$ cat config.mk
export PLATFORM = sky130hd
export DESIGN_NAME = linear_interp_resampler_flat
export DESIGN_NICKNAME = d
export VERILOG_FILES = /design/src/design/lir_pkg.sv /design/src/design/lir_in_if.sv /design/src/design/lir_out_if.sv /design/src/design/linear_interp_resampler.sv /design/src/design/lir_lane.sv /design/src/design/lir_merge.sv /design/src/flat_wrapper.sv
export VERILOG_INCLUDE_DIRS = /design/src /design/src/design
export SDC_FILE = /design/constraint.sdc
export NUM_CORES = 2
export LEC_CHECK = 0
export BUFFER_PORTS_ARGS = -buffer_cell sky130_fd_sc_hd__buf_2
export CAP_MARGIN = 10
export CORE_MARGIN = 2
export CORE_UTILIZATION = 60
export CTS_BUF_LIST = sky130_fd_sc_hd__clkbuf_8
export CTS_CLUSTER_SIZE = 14
export DETAILED_ROUTE_END_ITERATION = 10
export PLACE_DENSITY = 0.8
export SETUP_SLACK_MARGIN = 0.1
export SYNTH_ARGS = -nofsm -noshare
export SYNTH_HDL_FRONTEND = slang
export SYNTH_SLANG_ARGS = --single-unit
export TNS_END_PERCENT = 30
$ cat constraint.sdc
create_clock -name clk -period 8.6 [get_ports clk]
set_clock_uncertainty 0.1 [all_clocks]
set_input_delay 0.86 -clock clk [delete_from_list [all_inputs] [get_ports clk]]
set_output_delay 0.86 -clock clk [all_outputs]
set_load 0.05 [all_outputs]
$ cat src/design/assert_macros.svh
// assert_macros.svh: assertion macros used by the resampler top module.
// Define ASSERT_OFF to compile every check away. Macros expect clk and rst_n in scope.
`ifndef ASSERT_MACROS_SVH
`define ASSERT_MACROS_SVH
`ifndef ASSERT_OFF
// checked out of reset only
`define LIR_ASSERT(label, prop, msg) \
    label: assert property (@(posedge clk) disable iff (!rst_n) prop) else $error(msg);
// checked at every edge, reset included
`define LIR_ASSERT_ALWAYS(label, prop, msg) \
    label: assert property (@(posedge clk) prop) else $error(msg);
`else
`define LIR_ASSERT(label, prop, msg)
`define LIR_ASSERT_ALWAYS(label, prop, msg)
`endif
`endif

$ cat src/design/lir_pkg.sv
// lir_pkg: types, widths and constants of the linear interpolation resampler.
// No dependencies; used by every other design file but assert_macros.svh.
package lir_pkg;

    localparam int CHANNELS    = 2;
    localparam int SAMPLE_BITS = 16;
    localparam int FRAC_BITS   = 16;
    localparam int MAX_RESULTS = 64;
    localparam int STEP_BITS   = 21;

    // phase accumulator holds phase (< 1.0) plus a full step
    localparam int PHASE_W = STEP_BITS + 1;
    localparam int CNT_W   = $clog2(MAX_RESULTS);
    localparam int DIFF_W  = SAMPLE_BITS + 1;
    localparam int PROD_W  = DIFF_W + FRAC_BITS;

    localparam logic [PHASE_W-1:0]   PHASE_ONE   = PHASE_W'(64'd1 << FRAC_BITS);
    localparam logic [PHASE_W-1:0]   PHASE_BOUND = PHASE_W'(64'd1 << STEP_BITS);
    localparam logic [STEP_BITS-1:0] MIN_STEP    =
        STEP_BITS'((64'd1 << FRAC_BITS) / MAX_RESULTS);
    localparam logic [STEP_BITS-1:0] STEP_RESET  = STEP_BITS'(64'd1 << FRAC_BITS);
    localparam logic [CNT_W-1:0]     CNT_LAST    = CNT_W'(MAX_RESULTS - 1);

    typedef logic signed [SAMPLE_BITS-1:0] sample_t;
    typedef sample_t [CHANNELS-1:0]        frame_t;
    typedef logic [FRAC_BITS-1:0]          frac_t;

    typedef enum logic
    {
        ST_IDLE,
        ST_RUN
    } state_t;

    // controls fanned out to every lane
    typedef struct packed
    {
        logic load_cur;   // capture incoming frame as current
        logic load_prev;  // priming frame goes straight to previous
        logic commit;     // frame done: current becomes previous
        logic advance;    // pipeline moves one slot
    } lane_ctl_t;

    // stage-1 slot status handed to the merge stage
    typedef struct packed
    {
        logic valid;
        logic last;
    } beat_ctl_t;

endpackage

$ cat src/design/lir_in_if.sv
// lir_in_if: input frame channel, one beat per frame.
// Depends on lir_pkg for the sample type.
interface lir_in_if;
    logic              valid;
    logic              ready;
    lir_pkg::sample_t  sample_ch0;
    lir_pkg::sample_t  sample_ch1;

    modport source (output valid, output sample_ch0, output sample_ch1, input ready);
    modport sink   (input valid, input sample_ch0, input sample_ch1, output ready);
endinterface

$ cat src/design/lir_out_if.sv
// lir_out_if: output sample channel, one beat per interpolated frame.
// Depends on lir_pkg for the sample type.
interface lir_out_if;
    logic              valid;
    logic              ready;
    lir_pkg::sample_t  out_ch0;
    lir_pkg::sample_t  out_ch1;
    logic              last;

    modport source (output valid, output out_ch0, output out_ch1, output last, input ready);
    modport sink   (input valid, input out_ch0, input out_ch1, input last, output ready);
endinterface

$ cat src/design/linear_interp_resampler.sv
// linear_interp_resampler: two-channel linear-interpolation sample rate converter.
// A frame's first output beat goes through the run state, the stage-1 registers and the output register.
// Throughput: the input is not ready again until the frame's outputs, if any, are all
//   issued; one output per cycle, stalled by output backpressure.
// Reset: async active low; clears phase, primed flag, previous frame and pipeline
//   valids, and sets step to 1.0. No clearing pass.
`include "assert_macros.svh"

module linear_interp_resampler
(
    input  logic                            clk,
    input  logic                            rst_n,
    input  logic                            cfg_wr_en,
    input  logic [lir_pkg::STEP_BITS-1:0]   cfg_wr_data,
    lir_in_if.sink                          samples,
    lir_out_if.source                       results
);

    // ------------------------------------------------------------------
    // Control state
    // ------------------------------------------------------------------
    lir_pkg::state_t                  state_reg, state_next;
    logic [lir_pkg::STEP_BITS-1:0]    step_reg;
    logic [lir_pkg::PHASE_W-1:0]      phase_reg, phase_next;
    logic [lir_pkg::CNT_W-1:0]        cnt_reg, cnt_next;
    logic                             primed_reg, primed_next;
    logic                             s1_valid_reg, s1_last_reg;

    logic [lir_pkg::STEP_BITS-1:0]    eff_step;
    logic [lir_pkg::PHASE_W-1:0]      phase_sum;
    logic                             accept;
    logic                             advance;
    logic                             issue;
    logic                             issue_last;
    lir_pkg::lane_ctl_t               lane_ctl;
    lir_pkg::beat_ctl_t               s1_ctl;
    lir_pkg::frame_t                  frame_in;
    lir_pkg::frame_t                  lane_result;

    // Steps below 1/64 are raised so one frame never exceeds 64 outputs.
    assign eff_step  = (step_reg < lir_pkg::MIN_STEP) ? lir_pkg::MIN_STEP : step_reg;
    // phase is below 1.0 whenever this is used, so it cannot overflow
    assign phase_sum = phase_reg + lir_pkg::PHASE_W'(eff_step);

    // Input is taken only between frames.
    assign samples.ready = (state_reg == lir_pkg::ST_IDLE);
    assign accept        = samples.valid && samples.ready;

    assign frame_in[0] = samples.sample_ch0;
    assign frame_in[1] = samples.sample_ch1;

    // ------------------------------------------------------------------
    // Sequencer: next state and lane controls
    // ------------------------------------------------------------------
    always_comb
    begin
        state_next       = state_reg;
        phase_next       = phase_reg;
        cnt_next         = cnt_reg;
        primed_next      = primed_reg;
        issue            = 1'b0;
        issue_last       = 1'b0;
        lane_ctl.load_cur  = 1'b0;
        lane_ctl.load_prev = 1'b0;
        lane_ctl.commit    = 1'b0;
        lane_ctl.advance   = advance;

        unique case (state_reg)
            lir_pkg::ST_IDLE:
            begin
                if (accept)
                begin
                    lane_ctl.load_cur = 1'b1;
                    if (primed_reg)
                    begin
                        state_next = lir_pkg::ST_RUN;
                    end
                    else
                    begin
                        // first frame only seeds the previous-frame store
                        lane_ctl.load_prev = 1'b1;
                        primed_next        = 1'b1;
                    end
                end
            end
            lir_pkg::ST_RUN:
            begin
                if (phase_reg >= lir_pkg::PHASE_ONE)
                begin
                    // downsampling: this frame is skipped over
                    phase_next      = phase_reg - lir_pkg::PHASE_ONE;
                    lane_ctl.commit = 1'b1;
                    state_next      = lir_pkg::ST_IDLE;
                end
                else if (advance)
                begin
                    issue      = 1'b1;
                    issue_last = (phase_sum >= lir_pkg::PHASE_ONE) ||
                                 (cnt_reg == lir_pkg::CNT_LAST);
                    if (issue_last)
                    begin
                        phase_next      = (phase_sum >= lir_pkg::PHASE_ONE) ?
                                          phase_sum - lir_pkg::PHASE_ONE : '0;
                        cnt_next        = '0;
                        lane_ctl.commit = 1'b1;
                        state_next      = lir_pkg::ST_IDLE;
                    end
                    else
                    begin
                        phase_next = phase_sum;
                        cnt_next   = cnt_reg + 1'b1;
                    end
                end
            end
            default:
            begin
                state_next = lir_pkg::ST_IDLE;
            end
        endcase
    end

    always_ff @(posedge clk or negedge rst_n)
    begin
        if (!rst_n)
        begin
            state_reg  <= lir_pkg::ST_IDLE;
            phase_reg  <= '0;
            cnt_reg    <= '0;
            primed_reg <= 1'b0;
        end
        else
        begin
            state_reg  <= state_next;
            phase_reg  <= phase_next;
            cnt_reg    <= cnt_next;
            primed_reg <= primed_next;
        end
    end

    // Step register: written any time the write enable is up.
    always_ff @(posedge clk or negedge rst_n)
    begin
        if (!rst_n)
        begin
            step_reg <= lir_pkg::STEP_RESET;
        end
        else if (cfg_wr_en)
        begin
            step_reg <= cfg_wr_data;
        end
    end

    // Stage-1 slot status (product registers live in the lanes).
    always_ff @(posedge clk or negedge rst_n)
    begin
        if (!rst_n)
        begin
            s1_valid_reg <= 1'b0;
            s1_last_reg  <= 1'b0;
        end
        else if (advance)
        begin
            s1_valid_reg <= issue;
            s1_last_reg  <= issue_last;
        end
    end

    assign s1_ctl.valid = s1_valid_reg;
    assign s1_ctl.last  = s1_last_reg;

    // ------------------------------------------------------------------
    // Lanes: one multiply-add datapath per channel, sharing the phase
    // ------------------------------------------------------------------
    for (genvar ch = 0; ch < lir_pkg::CHANNELS; ch++)
    begin : g_lane
        lir_lane u_lane
        (
            .clk    (clk),
            .rst_n  (rst_n),
            .ctl    (lane_ctl),
            .sample (frame_in[ch]),
            .frac   (phase_reg[lir_pkg::FRAC_BITS-1:0]),
            .result (lane_result[ch])
        );
    end

    // Merge: output register and backpressure
    lir_merge u_merge
    (
        .clk         (clk),
        .rst_n       (rst_n),
        .lane_result (lane_result),
        .s1          (s1_ctl),
        .advance     (advance),
        .results     (results)
    );

    // ------------------------------------------------------------------
    // Checks
    // ------------------------------------------------------------------
    `LIR_ASSERT(a_issue_frac, issue |-> (phase_reg < lir_pkg::PHASE_ONE), "issue with phase >= 1")
    `LIR_ASSERT_ALWAYS(a_idle_phase, (state_reg == lir_pkg::ST_IDLE) |-> (phase_reg < lir_pkg::PHASE_BOUND), "phase out of range between frames")
    `LIR_ASSERT(a_prime_quiet, (accept && !primed_reg) |=> ((state_reg == lir_pkg::ST_IDLE) && !s1_valid_reg), "priming frame produced work")

endmodule

$ cat src/design/lir_lane.sv
// lir_lane: one channel of the interpolator: frame store, multiply stage, final add.
// Depends on lir_pkg.
module lir_lane
(
    input  logic                clk,
    input  logic                rst_n,
    input  lir_pkg::lane_ctl_t  ctl,
    input  lir_pkg::sample_t    sample,
    input  lir_pkg::frac_t      frac,
    output lir_pkg::sample_t    result
);

    lir_pkg::sample_t                    cur_reg;
    lir_pkg::sample_t                    prev_reg;
    lir_pkg::sample_t                    prev_next;
    lir_pkg::sample_t                    base_reg;
    logic signed [lir_pkg::PROD_W-1:0]   prod_reg;
    logic signed [lir_pkg::DIFF_W-1:0]   diff;
    logic signed [lir_pkg::DIFF_W:0]     prod_full_hi;
    logic signed [2*lir_pkg::DIFF_W-1:0] prod_full;
    logic signed [lir_pkg::DIFF_W:0]     sum;

    assign diff = lir_pkg::DIFF_W'(cur_reg) - lir_pkg::DIFF_W'(prev_reg);
    assign prod_full = diff * $signed({1'b0, frac});

    always_comb
    begin
        prev_next = prev_reg;
        if (ctl.load_prev)
        begin
            prev_next = sample;
        end
        else if (ctl.commit)
        begin
            prev_next = cur_reg;
        end
    end

    always_ff @(posedge clk or negedge rst_n)
    begin
        if (!rst_n)
        begin
            prev_reg <= '0;
        end
        else
        begin
            prev_reg <= prev_next;
        end
    end

    // payload registers
    always_ff @(posedge clk)
    begin
        if (ctl.load_cur)
        begin
            cur_reg <= sample;
        end
        if (ctl.advance)
        begin
            prod_reg <= lir_pkg::PROD_W'(prod_full);
            base_reg <= prev_reg;
        end
    end

    // floor division by 2^16 (1.0 in the phase format): arithmetic shift
    assign prod_full_hi = (lir_pkg::DIFF_W+1)'(prod_reg >>> lir_pkg::FRAC_BITS);
    assign sum          = (lir_pkg::DIFF_W+1)'(base_reg) + prod_full_hi;
    assign result       = lir_pkg::SAMPLE_BITS'(sum);

endmodule

$ cat src/design/lir_merge.sv
// lir_merge: gathers lane results into the output register and drives the output channel.
// Depends on lir_pkg and lir_out_if.
module lir_merge
(
    input  logic                clk,
    input  logic                rst_n,
    input  lir_pkg::frame_t     lane_result,
    input  lir_pkg::beat_ctl_t  s1,
    output logic                advance,
    lir_out_if.source           results
);

    lir_pkg::frame_t  out_reg;
    logic             last_reg;
    logic             valid_reg;
    logic             valid_next;

    assign advance    = !valid_reg || results.ready;
    assign valid_next = advance ? s1.valid : valid_reg;

    always_ff @(posedge clk or negedge rst_n)
    begin
        if (!rst_n)
        begin
            valid_reg <= 1'b0;
        end
        else
        begin
            valid_reg <= valid_next;
        end
    end

    always_ff @(posedge clk)
    begin
        if (advance)
        begin
            out_reg  <= lane_result;
            last_reg <= s1.last;
        end
    end

    assign results.valid   = valid_reg;
    assign results.out_ch0 = out_reg[0];
    assign results.out_ch1 = out_reg[1];
    assign results.last    = last_reg;

endmodule
$ cat src/flat_wrapper.sv
// flat-port wrapper written by rule: the top's interface ports become plain ports
module linear_interp_resampler_flat 
  (clk, rst_n, cfg_wr_en, cfg_wr_data, samples_valid, samples_sample_ch0, samples_sample_ch1, samples_ready, results_valid, results_out_ch0, results_out_ch1, results_last, results_ready);
  lir_in_if samples_i ();
  lir_out_if results_i ();
  input  logic clk;
  input  logic rst_n;
  input  logic cfg_wr_en;
  input  logic [lir_pkg::STEP_BITS-1:0] cfg_wr_data;
  input wire logic [$bits(samples_i.valid)-1:0] samples_valid;
  input wire logic [$bits(samples_i.sample_ch0)-1:0] samples_sample_ch0;
  input wire logic [$bits(samples_i.sample_ch1)-1:0] samples_sample_ch1;
  output wire logic [$bits(samples_i.ready)-1:0] samples_ready;
  output wire logic [$bits(results_i.valid)-1:0] results_valid;
  output wire logic [$bits(results_i.out_ch0)-1:0] results_out_ch0;
  output wire logic [$bits(results_i.out_ch1)-1:0] results_out_ch1;
  output wire logic [$bits(results_i.last)-1:0] results_last;
  input wire logic [$bits(results_i.ready)-1:0] results_ready;
  assign samples_i.valid = samples_valid;
  assign samples_i.sample_ch0 = samples_sample_ch0;
  assign samples_i.sample_ch1 = samples_sample_ch1;
  assign samples_ready = samples_i.ready;
  assign results_valid = results_i.valid;
  assign results_out_ch0 = results_i.out_ch0;
  assign results_out_ch1 = results_i.out_ch1;
  assign results_last = results_i.last;
  assign results_i.ready = results_ready;
  linear_interp_resampler u_core (.clk(clk), .rst_n(rst_n), .cfg_wr_en(cfg_wr_en), .cfg_wr_data(cfg_wr_data), .samples(samples_i), .results(results_i));
endmodule
* Word level (Yosys, flattened, before mapping)
Cells that the tools add are included.
** Cells by class
- $add $sub $neg :: 8
- Multiply operators :: 2
- Div/mod/pow operators :: 0
- Order comparisons :: 3
- Eq/ne operators :: 1
- Shift-type cells :: 0
- Mux-type cells :: 27
- Bitwise gates (word level) :: 2
- Reduce and logical (&&, ||, !) cells :: 9
** Operators by type and width (number)
- two-way mux 22 bit :: 4
- multiplier 17 x 17 -> 32 bit :: 2
- two-way mux 16 bit :: 4
- >= comparator 22 x 17 -> 1 bit, second input constant :: 2
- subtractor 22 x 17 -> 22 bit, second input constant :: 2
- subtractor 16 x 16 -> 17 bit :: 2
- adder 16 bit :: 2
- adder 22 x 21 -> 22 bit :: 1
- less-than comparator 21 x 11 -> 1 bit, second input constant :: 1
- two-way mux 21 bit :: 1
- two-way mux 1 bit :: 14
- adder 6 x 1 -> 6 bit, second input constant :: 1
- == test 6 bit, second input constant :: 1
- two-way mux 6 bit :: 1
- two-way mux 2 bit :: 2
- AND reduction 2 bit :: 2
- nonzero test 2 bit :: 2
- AND reduction 3 bit :: 1
- logical OR 1 bit :: 2
- NOT 1 bit :: 2
- case mux 1 bit (2 select lines) :: 1
- logical AND 1 bit :: 1
- zero test 1 bit :: 1
** Word-level totals
- Flip-flop bits (word level) :: 247
- Bits in latches :: 0
- Bits in writable memories :: 0
- Bits in read-only memories :: 0
- Logic and storage cells :: 71
- Memories kept :: 0

* Longest topological paths before layout
- Depth in word-level cells :: 11
- Depth in mapped cells :: 35

* Hierarchy
Synthesis repeated with hierarchy kept, for this count alone.
** Unflattened totals
- Cell total of the unflattened synthesis :: 3449
- Area, all modules :: 32763.9 µm²
** By module, submodules not included
- lir_lane at u_core.g_lane[0].u_lane :: times used 1, cells each 1504, area each 14056.0 µm²
- lir_lane at u_core.g_lane[1].u_lane :: times used 1, cells each 1468, area each 13709.4 µm²
- linear_interp_resampler :: times used 1, cells each 441, area each 3960.0 µm²
- lir_merge :: times used 1, cells each 36, area each 1038.5 µm²

* Worst setup path before layout
Ideal clock, no wire load.
- Path kind :: flip-flop to flip-flop
- Start point :: register u_core.g_lane[1].u_lane.prev_reg[0]
- End point :: register u_core.g_lane[1].u_lane.prod_reg[31] in the netlist's numbering (data pin)
- Setup time :: 0.259 ns
- Arrival :: 8.214 ns
- Data required time :: 8.241 ns
- Slack :: 0.026 ns
- Stages on the path, launching flop included :: 33
- Cells stage by stage :: dfrtp_1 > ha_1 > fa_1 > nand2b_1 > a21boi_0 > o21ai_1 > a21oi_1 > a41oi_1 > a2111oi_0 > o32ai_1 > clkbuf_1 > nand2_1 > inv_1 > fa_1 > inv_1 > fa_1 > clkbuf_1 > xor2_1 > xnor2_1 > fa_1 > fa_1 > inv_1 > fa_1 > inv_1 > ha_1 > a21oi_1 > inv_1 > o21ai_0 > a41oi_1 > o41a_1 > a21o_1 > a21oi_1 > xnor2_1
** Between the ends
- Word-level cells in the longest chain between the ends :: 2
** Ends and longest elaborated chain
- from (decl) :: RTL line lir_lane.sv:14 : lir_pkg::sample_t prev_reg;
- from (signal assigned) :: RTL line lir_lane.sv:47 : prev_reg <= prev_next;
- subtractor 16 x 16 -> 17 bit :: RTL line lir_lane.sv:23 : assign diff = lir_pkg::DIFF_W'(cur_reg) - lir_pkg::DIFF_W'(prev_reg);
- multiplier 17 x 17 -> 32 bit :: RTL line lir_lane.sv:24 : assign prod_full = diff * $signed({1'b0, frac});
- named net u_core.g_lane[1].u_lane.prod_full (one bit) :: RTL line lir_lane.sv:20 : logic signed [2*lir_pkg::DIFF_W-1:0] prod_full;
- to (signal assigned) :: RTL line lir_lane.sv:60 : prod_reg <= lir_pkg::PROD_W'(prod_full);
- to (decl) :: RTL line lir_lane.sv:17 : logic signed [lir_pkg::PROD_W-1:0] prod_reg;
The timed path passes the listed nets, and every way through them passes these cells.
A chain may end at the register's enable or synchronous reset.

* Worst setup path after layout
- Start point :: register u_core.g_lane[0].u_lane.prev_reg[2]
- End point :: register u_core.g_lane[0].u_lane.prod_reg[30] in the netlist's numbering (data pin)
** Between the ends
- Word-level cells in the longest chain between the ends :: 2
** Ends and longest elaborated chain (RTL line)
- from (decl) :: lir_lane.sv:14
- from (signal assigned) :: lir_lane.sv:47
- subtractor 16 x 16 -> 17 bit :: lir_lane.sv:23
- multiplier 17 x 17 -> 32 bit :: lir_lane.sv:24
- named net u_core.g_lane[0].u_lane.prod_full (one bit) :: lir_lane.sv:20
- to (signal assigned) :: lir_lane.sv:60
- to (decl) :: lir_lane.sv:17
The timed path passes the listed nets, and every way through them passes these cells.

==> run_results.csv <==
group,metric,value,unit
logic_synthesis,synth_compound_area_share,7.97,%
logic_synthesis,synth.avg_cell_area,9.35,um^2
clock_tree,htree_levels,2,
logic_synthesis,ys_seq_elements,215,
sta,rsz0062_at_grt,"yes",
routing,dr.pass1.iters,6,
grt,first_global_vias,25800,
hold_path,min_to,"u_core.g_lane[0].u_lane.cur_reg[6]$_DFFE_PP_",
floorplan,die_y,235,um
grt,antenna_found_initial,0,
floorplan,rows,84,
grt,grt_pass1_wl,131000,um
setup_path,crit_path_frequent_cell,"buf_4",
clock_tree,insertion_delay,0.64,ns
logic_synthesis,synthTopCellsByArea,"fa_1 33%, edfxtp_1 12%, ha_1 9.9%",
placed_design,dpl.hpwl,62600,um
logic_synthesis,synth_adder_area_share,42.5,%
routing,vias,24200,
grt,overflow,0,
outcome,status,"completed",
layout,design_area,0.0352,mm^2
run,maxCapViolations,0,
clock_tree,clk_pin_slew,0.06,ns
setup_path,crit_slowest_cell,"fa_1",
clock_tree,cts_sinks,215,
sta,setup_viol,0,
logic_synthesis,syn_inst,3431,
sta,fin_crit,8.42,ns
setup_path,cp_top_family,"adder cells",
layout,syn_to_final_growth,9.58,%
sta,hold_violations,0,
grt,use_met2,51.9,%
setup_path,reg2reg_to,"u_core.g_lane[0].u_lane.prod_reg[30]$_DFFE_PN_",
setup_path,cp_num_buf_inv,10,
hold_path,holdCritPathClass,"input pin to flip-flop",
sta,fin_setup_tns,0,ns
routing,vias_per_cell,5.69,
layout,drive_above_1_share,11.5,%
placed_design,portBuffers,92,
routing,drt_iter0_markers,1809,
clock_tree,clock-root-buffer,"clkbuf_8",
routing,drt_wl_total,80600,um
layout,layout.nets,4379,
logic_synthesis,synth_simple_gate_area_share,15.4,%
sta,min_period_over_period,97.9,%
floorplan,core,0.0528,mm^2
logic_synthesis,synth_common_cells,"761 x inv_1, 522 x fa_1, 339 x nand2_1",
logic_synthesis,synth_top_area_share,32.6,%
logic_synthesis,syn-cell-area,0.0321,mm^2
grt,track_usage,29.7,%
floorplan,initial_utilization,60.8,%
hold_path,whs_path_depth,1,
sta,drv_slew,0,
grt,grt_max_degree,70,
placed_design,placed_area,0.0337,mm^2
setup_path,arrival,8.64,ns
clock_tree,cts_tree,"done",
setup_path,path_max_fanout,4,
sta,fmax,119,MHz
setup_path,reg2reg_from,"u_core.g_lane[0].u_lane.prev_reg[2]$_DFFE_PN0P_",
logic_synthesis,synth-seq-area-share,18.8,%
floorplan,dieWidth,235,um
floorplan,pin_count,93,
setup_path,r2r_setup_slack,0.18,ns
sta,worst_slew_pin_slew,1.05,ns
setup_path,worst-setup-path-type,"flip-flop to flip-flop",
logic_synthesis,synth_warnings,0,
floorplan,die_area,0.0553,mm^2
setup_path,crit_path_end_kind,"flip-flop",
routing,antenna_left,0,
clock_tree,clock_path_buffers,3,
setup_path,crit_path_start_kind,"flip-flop",
setup_path,cpPeakStageDelay,0.56,ns
clock_tree,cts_made_buffers,40,
layout,fill_cells,4017,
logic_synthesis,synth_edf_count,129,
hold_path,worstHoldStart,"samples_sample_ch0[6]",
routing,drt_drc_violations_left,0,
logic_synthesis,synth.distinct_cells,76,
placed_design,place.gp.congestion,0.919,
routing,routedWlPerCell,18.9,um
logic_synthesis,async_flop_share,40.0,%
logic_synthesis,syn_nets,4265,
setup_path,required,8.82,ns
logic_synthesis,synth_xor_area_share,3.77,%
grt,grt_util_met1,36.5,%
grt,grt.busiest_layer,"met2",
sta,relSlewSlack,29.8,%
logic_synthesis,synth_mux_area_share,0.768,%
logic_synthesis,synth_most_common_cell,"inv_1",
setup_path,startpoint,"u_core.g_lane[0].u_lane.prev_reg[2]$_DFFE_PN0P_",
grt,use_met3,4.49,%
logic_synthesis,synth_top_family_by_area,"adder cells",
logic_synthesis,yosysTopAreaCell,"fa_1",
setup_path,rr_worst_depth,33,
logic_synthesis,synthFlopType,"edfxtp_1",
layout,diodes,0,
sta,holdWs,0.326,ns
cells by family (layout without fill, tap and decap cells):
| logic type | count (synthesis) | in the layout |
|---|---|---|
| XOR/XNOR | 138 | 138 |
| AND/OR/NAND/NOR | 980 | 980 |
| adder cells (fa/ha/maj) | 776 | 776 |
| buffers and inverters | 915 | 1058 |
| flip-flops | 215 | 215 |
| multiplexers | 22 | 22 |
| AO/OA/AOI/OAI | 385 | 385 |
layer usage:
layer	vias up	routed length [um]
met5	-	0
met4	0	3810
met3	234	5990
met2	1013	40000
met1	12100	30800
li1	10900	-
per-stage QoR:
step	cells	util, %	setup WS, ns
finish	4262	66.6	0.179
CTS	4235	65.5	0.0504
floorplan	3431	-	0.156
global placement	4162	63.8	-0.136
global route	4262	66.6	-0.0553
detailed placement	4162	63.8	-0.341
timing repair:
| action | 4_1_cts | 5_1_grt |
|---|---|---|
| setup endpoints to repair | 12 | 23 |
| buffers inserted | 1 | 25 |
| cloned | 0 | 2 |
| resized for setup | 18 | 100 |
| hold endpoints to repair | 2 | 0 |
| pin swaps | 4 | 62 |
| hold buffers | 1 | 0 |
cells in the final DEF (no fill, tap or decap), types with 6 or more instances in the layout:
cell type and count:
nor2b_1 64, a31oi_1 8, nor3_1 34, xnor2_2 6, and3_1 26, a21oi_1 98, dfrtp_1 84, nor2_1 111
a22o_1 11, ha_1 243, a21o_1 15, o21a_1 13, buf_4 124, nand3_1 48, nand2b_1 33, a21oi_2 9
clkbuf_8 43, or3_1 8, mux2_2 21, o31ai_1 37, edfxtp_1 129, and2_1 253, buf_2 93, nor4_1 7
ha_4 10, buf_6 6, xnor2_1 103, inv_1 766, xor2_1 28, o211ai_1 36, nand2_1 338, o21ai_2 6
fa_1 517, inv_2 9, o21ai_0 51, a311oi_1 6, nand4_1 13, o21ai_1 12
worst max path at each step:
stage	to	slack [ns]	cells after the start
2_1_floorplan	u_core.g_lane[1].u_lane.prod_reg[31]$_DFFE_PN_	0.16	32
3_3_place_gp	u_core.g_lane[0].u_lane.prod_reg[29]$_DFFE_PN_	-0.14	36
3_5_place_dp	u_core.g_lane[0].u_lane.prod_reg[29]$_DFFE_PN_	-0.34	36
4_1_cts	u_core.g_lane[0].u_lane.prod_reg[29]$_DFFE_PN_	0.05	36
5_1_grt	u_core.g_lane[0].u_lane.prod_reg[30]$_DFFE_PN_	-0.06	35
6_report	u_core.g_lane[0].u_lane.prod_reg[30]$_DFFE_PN_	0.18	33
cell type report:
cell class | count | area (um^2) | share of cell area [%]
clock buffers | 43 | 592 | 1.68
clock inverters | 28 | 190 | 0.541
inverters | 761 | 2860 | 8.12
multi-input cells | 2301 | 23100 | 65.8
flip-flops and latches | 215 | 6030 | 17.1
well taps | 688 | 861 | 2.45
repair buffers | 226 | 1510 | 4.29
Power is not shown: default switching activity piles up to over one toggle a cycle in this logic, so the estimate is an artifact.
